`config.mk`:
```
export PLATFORM = sky130hd
export DESIGN_NAME = block_buffer_cache_directory
export DESIGN_NICKNAME = d
export VERILOG_FILES = /design/src/sv/bbcd_pkg.sv /design/src/sv/bbcd_ram.sv /design/src/sv/block_buffer_cache_directory.sv
export SDC_FILE = /design/constraint.sdc
export NUM_CORES = 1
export LEC_CHECK = 0
export BUFFER_PORTS_ARGS = -buffer_cell sky130_fd_sc_hd__buf_2
export CORE_ASPECT_RATIO = 1.75
export CORE_UTILIZATION = 61
export CTS_BUF_LIST = sky130_fd_sc_hd__clkbuf_16
export DETAILED_ROUTE_END_ITERATION = 7
export PLACE_DENSITY = 0.78
export SLEW_MARGIN = 10
export SYNTH_ARGS = -nofsm -noshare
export SYNTH_HDL_FRONTEND = slang
export SYNTH_SLANG_ARGS = --single-unit
```
`constraint.sdc`:
```
create_clock -name clk -period 11.4 [get_ports clk]
set_clock_uncertainty 0.15 [all_clocks]
set_input_delay 1.14 -clock clk [delete_from_list [all_inputs] [get_ports clk]]
set_output_delay 1.14 -clock clk [all_outputs]
set_load 0.005 [all_outputs]
```
`src/sv/bbcd_pkg.sv`:
```
// Package: types and codes of the block buffer cache directory.
`timescale 1ns / 1ps
package bbcd_pkg;

  localparam logic [2:0] CMD_READ    = 3'd0;
  localparam logic [2:0] CMD_WRITE   = 3'd1;
  localparam logic [2:0] CMD_DWRITE  = 3'd2;
  localparam logic [2:0] CMD_FLUSH   = 3'd3;
  localparam logic [2:0] CMD_GET     = 3'd4;

  localparam logic [2:0] KIND_GRANT  = 3'd0;
  localparam logic [2:0] KIND_WBACK  = 3'd1;
  localparam logic [2:0] KIND_FETCH  = 3'd2;
  localparam logic [2:0] KIND_DONE   = 3'd3;
  localparam logic [2:0] KIND_REJECT = 3'd4;

  typedef enum logic [2:0] {
    S_IDLE,
    S_SCAN,
    S_VICT,
    S_FETCH,
    S_GRANT,
    S_WR,
    S_FLUSH,
    S_FDONE
  } state_t;

endpackage

```
`src/sv/bbcd_ram.sv`:
```
// Generic single-write, single-read RAM with registered read data.
`timescale 1ns / 1ps
module bbcd_ram #(
  parameter int WIDTH = 24,
  parameter int DEPTH = 16
) (
  input  logic                     clk,
  input  logic                     we,
  input  logic [$clog2(DEPTH)-1:0] waddr,
  input  logic [WIDTH-1:0]         wdata,
  input  logic [$clog2(DEPTH)-1:0] raddr,
  output logic [WIDTH-1:0]         rdata
);

  logic [WIDTH-1:0] mem [DEPTH];

  always_ff @(posedge clk) begin
    if (we) begin
      mem[waddr] <= wdata;
    end
    rdata <= mem[raddr];
  end

endmodule

```
`src/sv/block_buffer_cache_directory.sv`:
```
// Top level: block buffer cache directory with tag RAM and recency ranks.
// Get/read: the tag scan checks one slot a cycle, then the results leave.
// Write, delayed write, reject: one result. Flush: walks every slot; output stalls hold it.
// One item at a time; results leave through a single output register.
// Reset (rst, synchronous): marks clear, rank of slot i is i; tag RAM needs no clearing.
`timescale 1ns / 1ps
module block_buffer_cache_directory #(
  parameter int NUM_SLOTS  = 16,
  parameter int BLOCK_BITS = 24
) (
  input  logic        clk,
  input  logic        rst,
  input  logic        in_valid,
  output logic        in_stall,
  input  logic [2:0]  cmd,
  input  logic [23:0] block_number,
  input  logic [3:0]  slot_index,
  output logic        out_valid,
  input  logic        out_stall,
  output logic [2:0]  kind,
  output logic [3:0]  slot,
  output logic [23:0] block,
  output logic        hit,
  output logic        last
);

  localparam int IW = $clog2(NUM_SLOTS);
  localparam logic [IW-1:0] LAST_IDX = IW'(NUM_SLOTS - 1);

  bbcd_pkg::state_t state, state_next;

  logic [2:0]            cur_cmd;
  logic [BLOCK_BITS-1:0] blk;
  logic [3:0]            si;
  logic [IW-1:0]         idx, idx_next;
  logic [IW-1:0]         raddr, raddr_next;
  logic [IW-1:0]         s, s_next;
  logic                  hit_r, hit_next;

  logic [NUM_SLOTS-1:0] valid, filled, dirty;
  logic [IW-1:0]        rank [NUM_SLOTS];

  logic [BLOCK_BITS-1:0] rdata;
  logic                  ram_we;

  logic          can_emit;
  logic          emit_en;
  logic [2:0]    e_kind;
  logic [3:0]    e_slot;
  logic [23:0]   e_block;
  logic          e_hit;
  logic          e_last;
  logic          front_en;
  logic [IW-1:0] front_slot;
  logic          mk_en;
  logic [IW-1:0] mk_slot;
  logic          mk_valid, mk_filled, mk_dirty;

  logic [NUM_SLOTS-1:0] victim_vec;
  logic [IW-1:0]        victim;
  logic [IW-1:0]        si_idx;
  logic                 si_bad;

  bbcd_ram #(.WIDTH(BLOCK_BITS), .DEPTH(NUM_SLOTS)) u_tag_ram (
    .clk  (clk),
    .we   (ram_we),
    .waddr(s),
    .wdata(blk),
    .raddr(raddr_next),
    .rdata(rdata)
  );

  assign can_emit = !out_valid || !out_stall;
  assign in_stall = (state != bbcd_pkg::S_IDLE);
  assign si_idx   = IW'(si);
  assign si_bad   = (32'(si) >= NUM_SLOTS) || !valid[si_idx];

  always_comb begin
    victim = '0;
    for (int t = 0; t < NUM_SLOTS; t++) begin
      victim_vec[t] = (rank[t] == LAST_IDX);
      if (victim_vec[t]) begin
        victim = IW'(t);
      end
    end
  end

  always_ff @(posedge clk) begin
    if (rst) begin
      state <= bbcd_pkg::S_IDLE;
    end else begin
      state <= state_next;
    end
  end

  always_comb begin
    state_next = state;
    idx_next   = idx;
    raddr_next = raddr;
    s_next     = s;
    hit_next   = hit_r;
    emit_en    = 1'b0;
    e_kind     = bbcd_pkg::KIND_GRANT;
    e_slot     = 4'(s);
    e_block    = 24'(blk);
    e_hit      = 1'b0;
    e_last     = 1'b0;
    front_en   = 1'b0;
    front_slot = s;
    mk_en      = 1'b0;
    mk_slot    = s;
    mk_valid   = 1'b1;
    mk_filled  = filled[s];
    mk_dirty   = dirty[s];
    ram_we     = 1'b0;
    case (state)
      bbcd_pkg::S_IDLE: begin
        if (in_valid) begin
          idx_next = '0;
          if (cmd == bbcd_pkg::CMD_READ || cmd == bbcd_pkg::CMD_GET) begin
            raddr_next = '0;
            state_next = bbcd_pkg::S_SCAN;
          end else if (cmd == bbcd_pkg::CMD_FLUSH) begin
            raddr_next = '0;
            state_next = bbcd_pkg::S_FLUSH;
          end else begin
            raddr_next = IW'(slot_index);
            state_next = bbcd_pkg::S_WR;
          end
        end
      end
      bbcd_pkg::S_SCAN: begin
        if (valid[idx] && rdata == blk) begin
          s_next     = idx;
          hit_next   = 1'b1;
          state_next = bbcd_pkg::S_FETCH;
        end else if (idx == LAST_IDX) begin
          s_next     = victim;
          raddr_next = victim;
          hit_next   = 1'b0;
          state_next = bbcd_pkg::S_VICT;
        end else begin
          idx_next   = idx + 1'b1;
          raddr_next = idx + 1'b1;
        end
      end
      bbcd_pkg::S_VICT: begin
        if (!(valid[s] && dirty[s]) || can_emit) begin
          if (valid[s] && dirty[s]) begin
            emit_en = 1'b1;
            e_kind  = bbcd_pkg::KIND_WBACK;
            e_block = 24'(rdata);
          end
          ram_we     = 1'b1;
          mk_en      = 1'b1;
          mk_filled  = 1'b0;
          mk_dirty   = 1'b0;
          front_en   = 1'b1;
          state_next = bbcd_pkg::S_FETCH;
        end
      end
      bbcd_pkg::S_FETCH: begin
        if (can_emit) begin
          emit_en = 1'b1;
          e_hit   = hit_r;
          if (cur_cmd == bbcd_pkg::CMD_READ && !filled[s]) begin
            e_kind     = bbcd_pkg::KIND_FETCH;
            mk_en      = 1'b1;
            mk_filled  = 1'b1;
            front_en   = 1'b1;
            state_next = bbcd_pkg::S_GRANT;
          end else begin
            e_last     = 1'b1;
            state_next = bbcd_pkg::S_IDLE;
          end
        end
      end
      bbcd_pkg::S_GRANT: begin
        if (can_emit) begin
          emit_en    = 1'b1;
          e_hit      = hit_r;
          e_last     = 1'b1;
          state_next = bbcd_pkg::S_IDLE;
        end
      end
      bbcd_pkg::S_WR: begin
        if (can_emit) begin
          emit_en    = 1'b1;
          e_last     = 1'b1;
          e_slot     = si;
          state_next = bbcd_pkg::S_IDLE;
          mk_slot    = si_idx;
          front_slot = si_idx;
          e_block    = 24'(rdata);
          if (cur_cmd != bbcd_pkg::CMD_WRITE && cur_cmd != bbcd_pkg::CMD_DWRITE) begin
            e_kind  = bbcd_pkg::KIND_REJECT;
            e_slot  = '0;
            e_block = '0;
          end else if (si_bad) begin
            e_kind  = bbcd_pkg::KIND_REJECT;
            e_block = '0;
          end else begin
            mk_en     = 1'b1;
            mk_filled = 1'b1;
            front_en  = 1'b1;
            if (cur_cmd == bbcd_pkg::CMD_WRITE) begin
              e_kind   = bbcd_pkg::KIND_WBACK;
              mk_dirty = 1'b0;
            end else begin
              e_kind   = bbcd_pkg::KIND_DONE;
              mk_dirty = 1'b1;
            end
          end
        end
      end
      bbcd_pkg::S_FLUSH: begin
        if (!(valid[idx] && dirty[idx]) || can_emit) begin
          if (valid[idx] && dirty[idx]) begin
            emit_en    = 1'b1;
            e_kind     = bbcd_pkg::KIND_WBACK;
            e_slot     = 4'(idx);
            e_block    = 24'(rdata);
            mk_en      = 1'b1;
            mk_slot    = idx;
            mk_filled  = 1'b1;
            mk_dirty   = 1'b0;
            front_en   = 1'b1;
            front_slot = idx;
          end
          if (idx == LAST_IDX) begin
            state_next = bbcd_pkg::S_FDONE;
          end else begin
            idx_next   = idx + 1'b1;
            raddr_next = idx + 1'b1;
          end
        end
      end
      bbcd_pkg::S_FDONE: begin
        if (can_emit) begin
          emit_en    = 1'b1;
          e_kind     = bbcd_pkg::KIND_DONE;
          e_slot     = '0;
          e_block    = '0;
          e_last     = 1'b1;
          state_next = bbcd_pkg::S_IDLE;
        end
      end
      default: begin
        state_next = bbcd_pkg::S_IDLE;
      end
    endcase
  end

  always_ff @(posedge clk) begin
    idx   <= idx_next;
    raddr <= raddr_next;
    s     <= s_next;
    hit_r <= hit_next;
    if (state == bbcd_pkg::S_IDLE && in_valid) begin
      cur_cmd <= cmd;
      blk     <= BLOCK_BITS'(block_number);
      si      <= slot_index;
    end
  end

  always_ff @(posedge clk) begin
    if (rst) begin
      valid  <= '0;
      filled <= '0;
      dirty  <= '0;
      for (int t = 0; t < NUM_SLOTS; t++) begin
        rank[t] <= IW'(t);
      end
    end else begin
      if (mk_en) begin
        valid[mk_slot]  <= mk_valid;
        filled[mk_slot] <= mk_filled;
        dirty[mk_slot]  <= mk_dirty;
      end
      if (front_en) begin
        for (int t = 0; t < NUM_SLOTS; t++) begin
          if (IW'(t) == front_slot) begin
            rank[t] <= '0;
          end else if (rank[t] < rank[front_slot]) begin
            rank[t] <= rank[t] + 1'b1;
          end
        end
      end
    end
  end

  always_ff @(posedge clk) begin
    if (rst) begin
      out_valid <= 1'b0;
    end else if (emit_en) begin
      out_valid <= 1'b1;
    end else if (!out_stall) begin
      out_valid <= 1'b0;
    end
  end

  always_ff @(posedge clk) begin
    if (emit_en) begin
      kind  <= e_kind;
      slot  <= e_slot;
      block <= e_block;
      hit   <= e_hit;
      last  <= e_last;
    end
  end

  a_victim_unique: assert property (@(posedge clk) disable iff (rst) $onehot(victim_vec))
    else $error("recency ranks are not a permutation");

  a_last_idle: assert property (@(posedge clk) disable iff (rst)
    emit_en && e_last |=> state == bbcd_pkg::S_IDLE)
    else $error("final result did not return to idle");

  a_retag_valid: assert property (@(posedge clk) disable iff (rst)
    ram_we |=> valid[$past(s)] && rank[$past(s)] == '0)
    else $error("retagged slot not valid and most recent");

endmodule

```
==> impl_results.md, run 1 <==
- Initial cell density of the core: 0.621
- Rel. slew slack: 0.187
- PwrDens: 251 nW/um^2
- Seq/Total Area, Yosys: 0.639
- Crit Path Max Fanout: 26
- Post-synth EDFFs: 521
- Worst hold path class: flop to flop
- Final ANT Viol Nets: 0
- Final setup fails: 0
- YS warnings: 0
- Largest area contributor in the netlist: edfxtp_1
- CTS resizes: 0
- Synthesis-stage register bit count: 601
- DRC Markers: 0
- Pre-antenna DRT Iters: 6
- Num rows: 101
- Die Width: 161 um
- Syn Std Cell Area: 27000 um^2
- CTS tree: yes
- Setup TNS: 0 ns
- Vias: 19.4k
- Crit-path slowest cell: edfxtp_1
- Synth top area cells: edfxtp_1 (58%), nand2_1 (6.4%), dfxtp_1 (5.9%)
- Routed len/inst: 27.1 um
- Clock root cell: clkbuf_16
- Unique masters post-synth: 78
- Area fraction of the dominant cell type after synthesis: 0.579
- Path type of the worst setup path: flop to flop
- Asr flop ratio synth: 0
- H-Tree Level Count: 2
- Final Net Count: 2426
- Num CTS Buffers: 52
- Overflow after GRT: 0
- Pwr Total: 7.46 mW
- GP Congestion: 0.978
- Final slew viol count: 0
- Port Buffer Count: 69
- Slowest stage delay, CP: 0.80 ns
- Mapped Nets: 2383
- Clock Sinks: 601
- Mapped Cells: 2283
- DR iter-0 viols: 2432
- Pre-CTS setup slack: 5.33 ns
- Cell breakdown of the critical path: mux4_2, mux2i_1, mux2i_1, nand3_1, o31ai_2, nor2_1, buf_4, and3_1, a211oi_1, o31ai_2, buf_4, ha_1, a21oi_1, o311ai_0, or3_1, o21bai_1, or3_1
- Hold Buf Count CTS: 0
- Vias per cell: 6.59
- Worst setup SP type: flop
- RSZ-0062 raised after global routing: no
- Max clock buf depth: 3
- HPWL after detailed placement: 53300 um
- Antenna violations before repair: 2
- Drt total wl: 79400 um
- Clock transition at path regs: 0.07 ns
- Die Ht: 280 um
- Total track usage: 0.355
- Fin area: 29700 um^2
- Static Leak: 10.6 nW
- Max Cap Viol: 0
- Outcome: finished clean
- Most used DFF post-synth: edfxtp_1
- Post-CTS setup buffer count: 0
- Worst-margin pin slew: 1.22 ns
- CP Capture Type: flop
- Fraction of layout cells with a size suffix above 1: 0.118
- Clock latency on the worst-skew pair: 0.60 ns
- Area of the core: 43500 um^2
- Area growth syn-to-layout: 10.1%
- Worst vdd ir: 0.308 mV
- Critical path data arrival time: 6.25 ns
- Ports: 70
- Syn_area_per_cell: 11.8 um^2
- First-pass GRT wire length: 117000 um
- Buf/Inv on CP: 2
- Cell family with most CP delay: compound AO/OA/AOI/OAI gates
- Final setup margin: 5.30 ns
- Fmax: 164 MHz
- Placed Area: 28000 um^2
- Largest net degree at the start of global routing: 60
- Vias in the first global route: 19.4k
- Final hold vios: 0
- Req. time, crit path: 11.55 ns
- Min cycle time layout: 6.10 ns
- Final period utilization: 0.535
- DIE AREA: 45100 um^2
[per-layer routing]
layer	wire length [um]	GRT usage	up-vias
met5	15	0	-
met2	41500	0.638	1075
li1	-	-	8557
met1	24700	0.361	9384
met3	5570	0.0466	341
met4	7710	0.302	2
[power by group]
part           internal [mW]  leakage, nW  switching [mW]
registers               2.72         5.40           0.267
clock network          0.924        0.853           0.812
logic                  0.825         4.36            1.91
[worst min-delay path, cell delays in order, from the launching register on]
cell,delay (ns)
dfxtp_1,0.32
inv_1,0.05
a211oi_1,0.05
[cells in the final DEF, fill, tap and decap left out, drive strengths merged, types with 9 or more instances in the layout]
cell | netlist | final
nor2b | 10 | 10
clkbuf | 100 | 53
o21ai | 35 | 35
xnor2 | 36 | 36
dfxtp | 80 | 80
clkinv | 1 | 19
ha | 65 | 65
a22o | 26 | 26
o211ai | 18 | 18
o21bai | 9 | 9
edfxtp | 521 | 521
nand2 | 457 | 457
and3 | 20 | 20
mux2i | 15 | 15
nand3 | 210 | 210
nor2 | 162 | 162
a31oi | 23 | 23
nand4 | 34 | 34
and2 | 24 | 24
buf | 20 | 109
nor3 | 80 | 80
xor2 | 22 | 22
a21oi | 99 | 99
or3 | 15 | 15
inv | 28 | 46
mux4 | 28 | 28
a21o | 18 | 18
a221o | 25 | 25
[flip-flops by register name, summed over array words and instances, names as in the netlist, 4 cells and up]
name / count
dirty: 16
s: 4
block: 24
valid: 16
si: 4
rank: 64
filled: 16
blk: 24
raddr: 4
slot: 4
idx: 4
u_tag_ram.rdata: 24
u_tag_ram.mem: 384
[metrics by stage]
stage | instances | hold WS [ns] | utilization
final | 2937 | 0.321 | 0.684
after global routing | 2937 | 0.336 | 0.684
after CTS | 2936 | 0.318 | 0.684
after detailed placement | 2838 | 0.308 | 0.645
after global placement | 2838 | 0.302 | 0.645
after floorplan | 2283 | 0.281 | -
[kinds of logic after synthesis]
group | after synthesis | synth area share
buf+inv | 149 | 0.0223
fa+ha+maj | 65 | 0.0301
compound gates | 321 | 0.0862
simple gates | 1042 | 0.173
mux | 47 | 0.0306
xor+xnor | 58 | 0.0188
flops | 601 | 0.639
[cell usage after synthesis, drive strengths merged, types with 34 or more instances]
cell type,number
dfxtp,80
nand2,457
xnor2,36
nand3,210
edfxtp,521
nand4,34
nor3,80
ha,65
nor2,162
clkbuf,100
a21oi,99
o21ai,35
[area by class of cell]
class,instances,area [um^2]
Sequential cell,601,17200
Fill cell,3116,13700
Multi-Input combinational cell,1533,9340
Clock buffer,53,1330
Tap cell,566,708
Timing Repair Buffer,109,646
Clock inverter,45,353
Inverter,29,109
Antenna cell,1,2.50
[worst paths after layout]
path,from,to,slack [ns],depth (start not counted)
hold / removal,filled[2]$_SDFFE_PP0P_,filled[2]$_SDFFE_PP0P_,0.32,2
hold reg to reg,filled[2]$_SDFFE_PP0P_,filled[2]$_SDFFE_PP0P_,0.32,2
setup / recovery,idx[1]$_SDFFCE_PN0P_,rank[7][1]$_SDFFCE_PN1P_,5.30,17
setup reg to reg,idx[1]$_SDFFCE_PN0P_,rank[7][1]$_SDFFCE_PN1P_,5.30,17
Note: power is estimated with default switching activity, not from simulation.
==> run 2, diff against run 1 <==
--- a/config.mk
+++ b/config.mk
@@ -5,6 +5,7 @@
 export SDC_FILE = /design/constraint.sdc
 export NUM_CORES = 1
 export LEC_CHECK = 0
+export ABC_AREA = 1
 export BUFFER_PORTS_ARGS = -buffer_cell sky130_fd_sc_hd__buf_2
 export CORE_ASPECT_RATIO = 1.75
 export CORE_UTILIZATION = 61
==> constraint.sdc (replaced) <==
create_clock -name clk -period 6.3 [get_ports clk]
set_clock_uncertainty 0.15 [all_clocks]
set_input_delay 0.63 -clock clk [delete_from_list [all_inputs] [get_ports clk]]
set_output_delay 0.63 -clock clk [all_outputs]
set_load 0.005 [all_outputs]
==> run 2 against run 1 <==
Setup slack got worse by 4.3 ns. Combinational power increased to 3.2 times the previous value. Largest cell class unchanged. Sequential cell count stayed put. Hold slack worse by 0.27 ns. Register-to-register slack got worse by 4.3 ns. Synthesized cell count increased by 30%. Highest routed layer unchanged. Non-clock buffer count up 10. Sequential share of layout area fell by 3.8 points. Count of clock-buffer cells in the layout grew 1. Clock power up 80%.
==> impl_results.md, run 2 <==
- Outcome: finished clean
- Req. time, crit path: 6.66 ns (-4.89 ns)
- Fin area: 31800 um^2 (+7.1%)
- Vias in the first global route: 22.4k (+15%)
- Cell with the most instances after synthesis: nand2_1
- Initial cell density of the core: 0.619 (-0.00243)
- Num CTS Buffers: 52 (unchanged)
- Met3 Use GR: 0.0464 (-0.000200)
- Largest net degree at the start of global routing: 169 (+180%)
- Fraction of layout cells with a size suffix above 1: 0.0902 (-0.0279)
- DRC Markers: 0 (unchanged)
- Die Width: 167 um (+3.8%)
- Post-synth EDFFs: 521 (unchanged)
- Unique masters post-synth: 52 (-33%)
- Pre-antenna DRT Iters: 5 (-1)
- Worst vdd ir: 0.594 mV (+93%)
- Static Leak: 13.1 nW (+23%)
- Syn Std Cell Area: 29100 um^2 (+7.8%)
- DIE AREA: 48600 um^2 (+7.7%)
- Clock root cell: clkbuf_16
- Mapped Nets: 3073 (+29%)
- Footprint of the multi-input gates: 9720 um^2 (+4.0%)
- CTS tree: yes
- Overflow after GRT: 0 (unchanged)
- Commonest non-fill, non-tap cell in the layout: nand2_1
- Clock latency on the worst-skew pair: 0.60 ns (about the same)
- Placed Area: 30200 um^2 (+7.6%)
- Gr busiest metal: met2
- YS warnings: 0 (unchanged)
- CP Capture Type: flop
- Vias: 22.6k (+17%)
- Reg with most FFs: u_tag_ram.mem
- Seq/Total Area, Yosys: 0.593 (-0.0460)
- Final slew viol count: 0 (unchanged)
- Asr flop ratio synth: 0 (unchanged)
- H-Tree Level Count: 2 (unchanged)
- Met2 GRT Util: 0.640 (+0.00266)
- Num rows: 105 (+4.0%)
- Fillers: 3643 (+17%)
- Post-CTS setup buffer count: 0 (unchanged)
- RSZ-0062 raised after global routing: no
- Synthesis-stage register bit count: 601 (unchanged)
- Fmax: 187 MHz (+14%)
- Max reg flops: 384 (unchanged)
- Port Buffer Count: 69 (unchanged)
- Syn_area_per_cell: 9.79 um^2 (-17%)
- First-pass GRT wire length: 131000 um (+12%)
- Final setup fails: 0 (unchanged)
- Ports: 70 (unchanged)
- Min cycle time layout: 5.35 ns (-0.755 ns)
- DR iter-0 viols: 2365 (-2.8%)
- Vias per cell: 6.19 (-6.1%)
- Final Net Count: 3115 (+28%)
- Most frequent cells in the layout: nand2_1 (584), edfxtp_1 (521), nand3_1 (475)
- Diode count: 0 (-1)
- Area of the core: 47000 um^2 (+8.2%)
- Synth top area cells: edfxtp_1 (54%), nand3_1 (8.2%), nand2_1 (7.6%)
- Mapped Cells: 2973 (+30%)
- Rel. slew slack: 0.184 (-0.00311)
- GP Congestion: 0.952 (-2.6%)
- Crit Path Max Fanout: 85 (+230%)
- Worst-margin pin slew: 1.22 ns (+0.00471 ns)
- Final ANT Viol Nets: 0 (unchanged)
- Routed len/inst: 24.2 um (-10%)
- Clock transition at path regs: 0.07 ns (about the same)
- Die Ht: 291 um (+3.8%)
- Final hold vios: 0 (unchanged)
- PwrDens: 547 nW/um^2 (+120%)
- CTS resizes: 0 (unchanged)
- Antenna violations before repair: 1 (-1)
- Path type of the worst setup path: flop to flop
- Worst setup SP type: flop
- Total track usage: 0.365 (+0.0104)
- Max Cap Viol: 0 (unchanged)
- Sequential cell area: 17200 um^2 (unchanged)
- Worst hold path class: input port to flop
- Hold Buf Count CTS: 0 (unchanged)
- Area fraction of the dominant cell type after synthesis: 0.538 (-0.0418)
- Clock Sinks: 601 (unchanged)
- Most used DFF post-synth: edfxtp_1
- Top Registers: u_tag_ram.mem: 384 flops, rank: 64 flops
- HPWL after detailed placement: 56700 um (+6.4%)
- Setup TNS: 0 ns (unchanged)
- Area growth syn-to-layout: 9.41%
- Max clock buf depth: 3 (unchanged)
- Final period utilization: 0.849 (+0.313)
- Drt total wl: 88400 um (+11%)
- GRT met1 Usage: 0.387 (+0.0263)
- Critical path data arrival time: 5.71 ns (-0.54 ns)
- Commonest cells in the synthesized netlist: nand2_1 (588), edfxtp_1 (521), nand3_1 (475), inv_1 (435), nand3b_1 (169)
- Largest area contributor in the netlist: edfxtp_1
==> run 2: changes by cell type after synthesis, sizes merged, moves of 26 or more <==
cell,before,now
a21oi,99,67
a22o,26,0
buf,20,66
clkbuf,100,65
inv,28,455
mux4,28,0
nand2,457,600
nand3,210,479
nand3b,1,170
nor2,162,132
nor3,80,3
o21ai,35,87
o22ai,0,43
==> run 2: per-layer routing <==
layer,vias up,part of all wire
met5,-,0.00010
met4,2,0.097
met3,392,0.072
met2,1211,0.50
met1,10800,0.33
li1,10200,-
==> run 2: per-stage QoR <==
stage	std cells	power, mW	utilization	setup slack, ns	hold slack [ns]
2_1_floorplan	2973	11.3	-	1.20	0.281
3_3_place_gp	3549	13.8	0.642	1.15	0.302
3_5_place_dp	3549	14.2	0.642	1.05	0.302
4_1_cts	3647	17.3	0.677	1.23	0.0340
5_1_grt	3647	18.3	0.677	0.773	0.0382
6_report	3647	17.4	0.677	0.954	0.0532
==> run 2: logic make-up after synthesis <==
| logic type | Yosys count | share of synthesized area |
|---|---|---|
| buf+inv | 588 | 0.0794 |
| simple gates | 1416 | 0.232 |
| xor+xnor | 37 | 0.0111 |
| fa+ha+maj | 65 | 0.0280 |
| flops | 601 | 0.593 |
| compound gates | 266 | 0.0565 |
==> run 2: worst max-delay path: stages (launching register included) <==
cell	delay (ns)
edfxtp_1	0.62
inv_1	0.15
nor2_1	0.05
nor3_1	0.25
nand3_1	0.14
nor3_1	0.84
and3_1	0.35
nand2_1	0.25
inv_1	0.27
a21oi_1	0.08
o211ai_1	0.26
nand2_4	0.15
clkinv_2	0.10
buf_4	0.89
nand3_1	0.21
nand3_1	0.14
nand3_1	0.14
nand2_1	0.20
==> run 2: area by class of cell <==
class / count / share of cell area
clock buffer: 54 / 0.0424
clock inverter: 44 / 0.00959
inverter: 457 / 0.0540
multi-input combinational: 1784 / 0.305
sequential: 601 / 0.542
tap: 588 / 0.0231
timing repair buffer: 119 / 0.0238
==> run 2: power breakdown <==
| part | switching [mW] | leakage (nW) | internal, mW |
|---|---|---|---|
| sequential | 0.398 | 5.41 | 5.07 |
| clock | 1.48 | 0.834 | 1.65 |
| combinational | 6.30 | 6.83 | 2.51 |
==> run 2: worst paths after layout <==
kind	endpoint	cells past startpoint	slack, ns	start
worst max-delay path	u_tag_ram.rdata[19]$_DFF_P_	17	0.95	blk[11]$_DFFE_PP_
worst max register to register	u_tag_ram.rdata[19]$_DFF_P_	17	0.95	blk[11]$_DFFE_PP_
worst min register to register	filled[1]$_SDFFE_PP0P_	2	0.32	filled[1]$_SDFFE_PP0P_
worst min-delay path	blk[15]$_DFFE_PP_	1	0.05	block_number[15]
